**src/sv/grtb_mul.sv**
```systemverilog
// Shared 32 by 32 multiplier with a registered product.
`timescale 1ns / 1ps
module grtb_mul (
    input  logic        i_clk,
    input  logic [31:0] i_a,
    input  logic [31:0] i_b,
    output logic [63:0] o_prod
);

    logic [63:0] r_prod;

    // One product per cycle, registered before any further use.
    always_ff @(posedge i_clk) begin
        r_prod <= 64'(i_a) * 64'(i_b);
    end

    assign o_prod = r_prod;

endmodule

```
**config.mk**
```make
export PLATFORM = sky130hd
export DESIGN_NAME = grtb_mul
export DESIGN_NICKNAME = d
export VERILOG_FILES = /design/src/sv/grtb_mul.sv
export SDC_FILE = /design/constraint.sdc
export NUM_CORES = 2
export LEC_CHECK = 0
export BUFFER_PORTS_ARGS = -buffer_cell sky130_fd_sc_hd__buf_2
export CAP_MARGIN = 10
export CORE_ASPECT_RATIO = 0.5
export CORE_MARGIN = 3
export CORE_UTILIZATION = 45
export DETAILED_ROUTE_END_ITERATION = 8
export GPL_TIMING_DRIVEN = 0
export SYNTH_ARGS = -nofsm -noshare
export SYNTH_HDL_FRONTEND = slang
export SYNTH_SLANG_ARGS = --single-unit
```
**constraint.sdc**
```tcl
create_clock -name i_clk -period 9.1 [get_ports i_clk]
set_input_delay 1.82 -clock i_clk [delete_from_list [all_inputs] [get_ports i_clk]]
set_output_delay 1.82 -clock i_clk [all_outputs]
set_load 0.02 [all_outputs]
```
# Yosys cells after proc, flatten, opt, wreduce, memory -nomap -nowiden
# Index checks and enable logic that the tools add are counted.
[totals]
ff_bits = 64
output_inout_bits = 64
[op_classes]
n_mul = 1
[ops]
columns = ["op", "count"]
rows = [
  ["$mul 32x32->64", 1],
]

# Longest topological paths before layout
[depth]
depth_word = 1
mapped_depth = 29

# Worst setup path before layout
# OpenSTA, ideal clock, no wires.
[synth_path]
path_type = "input -> register"
from = "input port i_a[25]"
to = "register r_prod[62], in the netlist o_prod[62]"
setup_ns = 0.072
t_arrival_ns = 8.501
t_required_ns = 9.028
setup_slack_ns = 0.527
stages = 25
path_buffers = 2
path_cell_list = "clkbuf_1 -> nand2_1 -> fa_1 -> inv_1 -> fa_1 -> inv_1 -> fa_1 -> inv_1 -> fa_1 -> fa_1 -> fa_1 -> fa_1 -> inv_1 -> fa_1 -> inv_1 -> ha_1 -> buf_2 -> nand4_1 -> or4_1 -> or3_1 -> a31oi_1 -> a31o_2 -> a211oi_1 -> o21ai_1 -> xor2_1"
[synth_via]
elab_chain_len = 1
[synth_rtl]
columns = ["item", "line_no", "source"]
rows = [
  ["from (decl)", "5", "input logic [31:0] i_a,"],
  ["$mul 32x32->64", "14", "r_prod <= 64'(i_a) * 64'(i_b);"],
  ["to (signal assigned)", "14", ""],
  ["to (decl)", "10", "logic [63:0] r_prod;"],
]
# Every way passes these cells.

# Final worst setup path
[layout_path]
from = "input port i_a[19]"
to = "register r_prod[62], in the netlist o_prod[62]"
# Same word-level chain as after synthesis.

==> run summary <==
Status -> complete, no violations
Most used cell, CP -> fa_1
Clock tree root driver cell -> clkbuf_16
Seq cells post-synth -> 64
GRT Util Overall -> 0.3188
Routed WL -> 125400 µm
Most used DFF post-synth -> dfxtp_1
Tightest Pin Transition -> 952.9 ps
Share of flip-flops with an asynchronous set or reset -> 0
Share of the synthesized area in the top cell type -> 0.5173
Max FO, Critical Path -> 11
Layout Nets -> 5116
Ys Warns -> 0
Port Buffers -> 128
CP Cell Sequence -> buf_2, buf_2, and2_1, fa_1, inv_1, fa_1, fa_1, fa_1, inv_1, fa_1, fa_1, fa_1, fa_1, ha_1, nand2_1, or4_4, or3_4, a31oi_4, a31o_4, a211oi_2, o21ai_2, xor2_1
Total grt overflow -> 0
Placer congestion estimate -> 1.014
Synth area leaders -> fa_1, and2_1, ha_1
Die Ht -> 202.3 µm
Hold Slack -> 1811 ps
Critical Path Sink Type -> flip-flop
First-pass GRT wire length -> 185000 µm
DRT Pass-1 Iters -> 5
Max reg flops -> 64
Slew Limit Fails -> 0
Placed cells -> 4898
Final HPWL DP -> 107000 µm
Post-synth net total -> 4972
WL per Instance -> 25.43 µm
Delay-heaviest family, CP -> adder cells
Clock sink count -> 64
Sequential area share after synthesis -> 0.03695
Antenna viol nets, final -> 0
Final min period -> 9007 ps
# rows -> 71
Inserted Clock Buffers -> 9
Post-synthesis cell type count -> 57
Vias -> 26820
Crit path launch type -> primary input
Final Non-Filler Cells -> 4932
RSZ-0062 raised after global routing -> true
Max-cap violations -> 0
Post-Syn Instances -> 3748
Crit-path slowest cell -> fa_1
Hold Path Class -> primary input to flip-flop
Most frequent cells in the layout -> fa_1, inv_1, and2_1, nand2_1, ha_1
Io pins -> 129
DR vias/cell -> 5.439
Area Growth Syn to Fin -> 8.819%
Worst EP required -> 9390 ps
Pin count of the biggest net entering global routing -> 14
Worst-path clk slew -> 70 ps
Fill cell count -> 7231
Synthesized area per cell -> 9.252 µm²
DRT iter0 DRCs -> 2437
Final setup vio count -> 0
Vias in the first global route -> 28150
Crit path kind -> primary input to flip-flop
Tcrit/Tclk final -> 0.9898
Die width -> 398.6 µm
FMAX -> 0.1110 GHz
Worst EP arrival -> 9300 ps
WP buf/inv -> 4
Post-synth EDFFs -> 0
Cts hold-fix bufs -> 0
Largest area contributor in the netlist -> fa_1
H-tree Lvls -> 3
Final Hold Fails -> 0
Clk buf depth -> 2
Worst slew margin -> 0.3647
Initial Utilization -> 0.4581
CTS tree -> done
Slowest cell delay on critical path -> 650 ps
Mapped Area -> 0.03468 mm²
Initial antenna violation count -> 21
Core Box Area -> 0.07569 mm²
Commonest non-fill, non-tap cell in the layout -> fa_1
Die Footprint -> 0.08063 mm²
Layout cells sized above 1 -> 0.09828
Drt drc -> 0
[Yosys cell counts, drive strengths merged (4+ instances only)]
| library cell | count |
|---|---|
| a221o | 4 |
| nand4 | 23 |
| dfxtp | 64 |
| and3 | 14 |
| o21bai | 11 |
| o31ai | 5 |
| nand2 | 480 |
| a31oi | 12 |
| nand3 | 10 |
| clkbuf | 213 |
| and2 | 602 |
| xnor2 | 35 |
| o21ai | 26 |
| a21o | 40 |
| nor2 | 20 |
| ha | 263 |
| a21oi | 66 |
| nor3 | 7 |
| inv | 865 |
| buf | 7 |
| o21a | 9 |
| fa | 896 |
| xor2 | 25 |
| a221oi | 4 |
[through the flow]
step	setup TNS (ps)	instance area, µm²	worst slack [ps]	utilization
after floorplan	0	34680	527.3	-
after global placement	-27810	36600	-1556	0.4835
after detailed placement	-27500	36600	-1514	0.4835
after CTS	0	37310	12.66	0.4929
after global routing	-83.42	37710	-44.63	0.4982
final	0	37730	92.75	0.4985
[cell type report]
class                   count  area, µm²  area share
inverters                 865       3247     0.08605
clock buffers               9      225.2    0.005969
clock inverters             7      78.83    0.002089
diodes                     13      32.53   0.0008621
repair buffers            137      730.7     0.01936
plain buffers             216       1355     0.03591
multi-input cells        2599      29500      0.7819
well taps                1022       1279     0.03389
flip-flops and latches     64       1281     0.03395
[final timing paths]
kind                start                 end  slack, ps  cells after the start
hold / removal     i_b[0]   o_prod[0]$_DFF_P_       1810                      2
setup / recovery  i_a[19]  o_prod[62]$_DFF_P_         90                     22
[logic make-up after synthesis]
kind of cell / Yosys count / synth area share
muxes: 1 / 0.0002887
and+or+nand+nor: 1177 / 0.1762
adders and majority gates: 1159 / 0.6122
xor gates and xnor gates: 60 / 0.01515
buffers and inverters: 1085 / 0.1177
DFF: 64 / 0.03695
AOI/OAI and AO/OA: 202 / 0.04153
[layer usage]
metal / global-route usage / up-vias / routed length (µm)
li1: - / 11170 / -
met1: 0.4403 / 13990 / 49760
met2: 0.4926 / 1404 / 56310
met3: 0.06837 / 265 / 13320
met4: 0.1243 / 0 / 6011
met5: 0 / - / 0
[timing repair]
| action | in CTS | in global routing |
|---|---|---|
| setup endpoints to repair | 29 | 22 |
| gates resized for setup | 198 | 278 |
| pin swaps | 3 | 9 |
| buffers inserted | 4 | 5 |
Power is left out: the tool's default activity adds up to more than one toggle a clock period on the data nets, which glitch-free logic cannot reach.
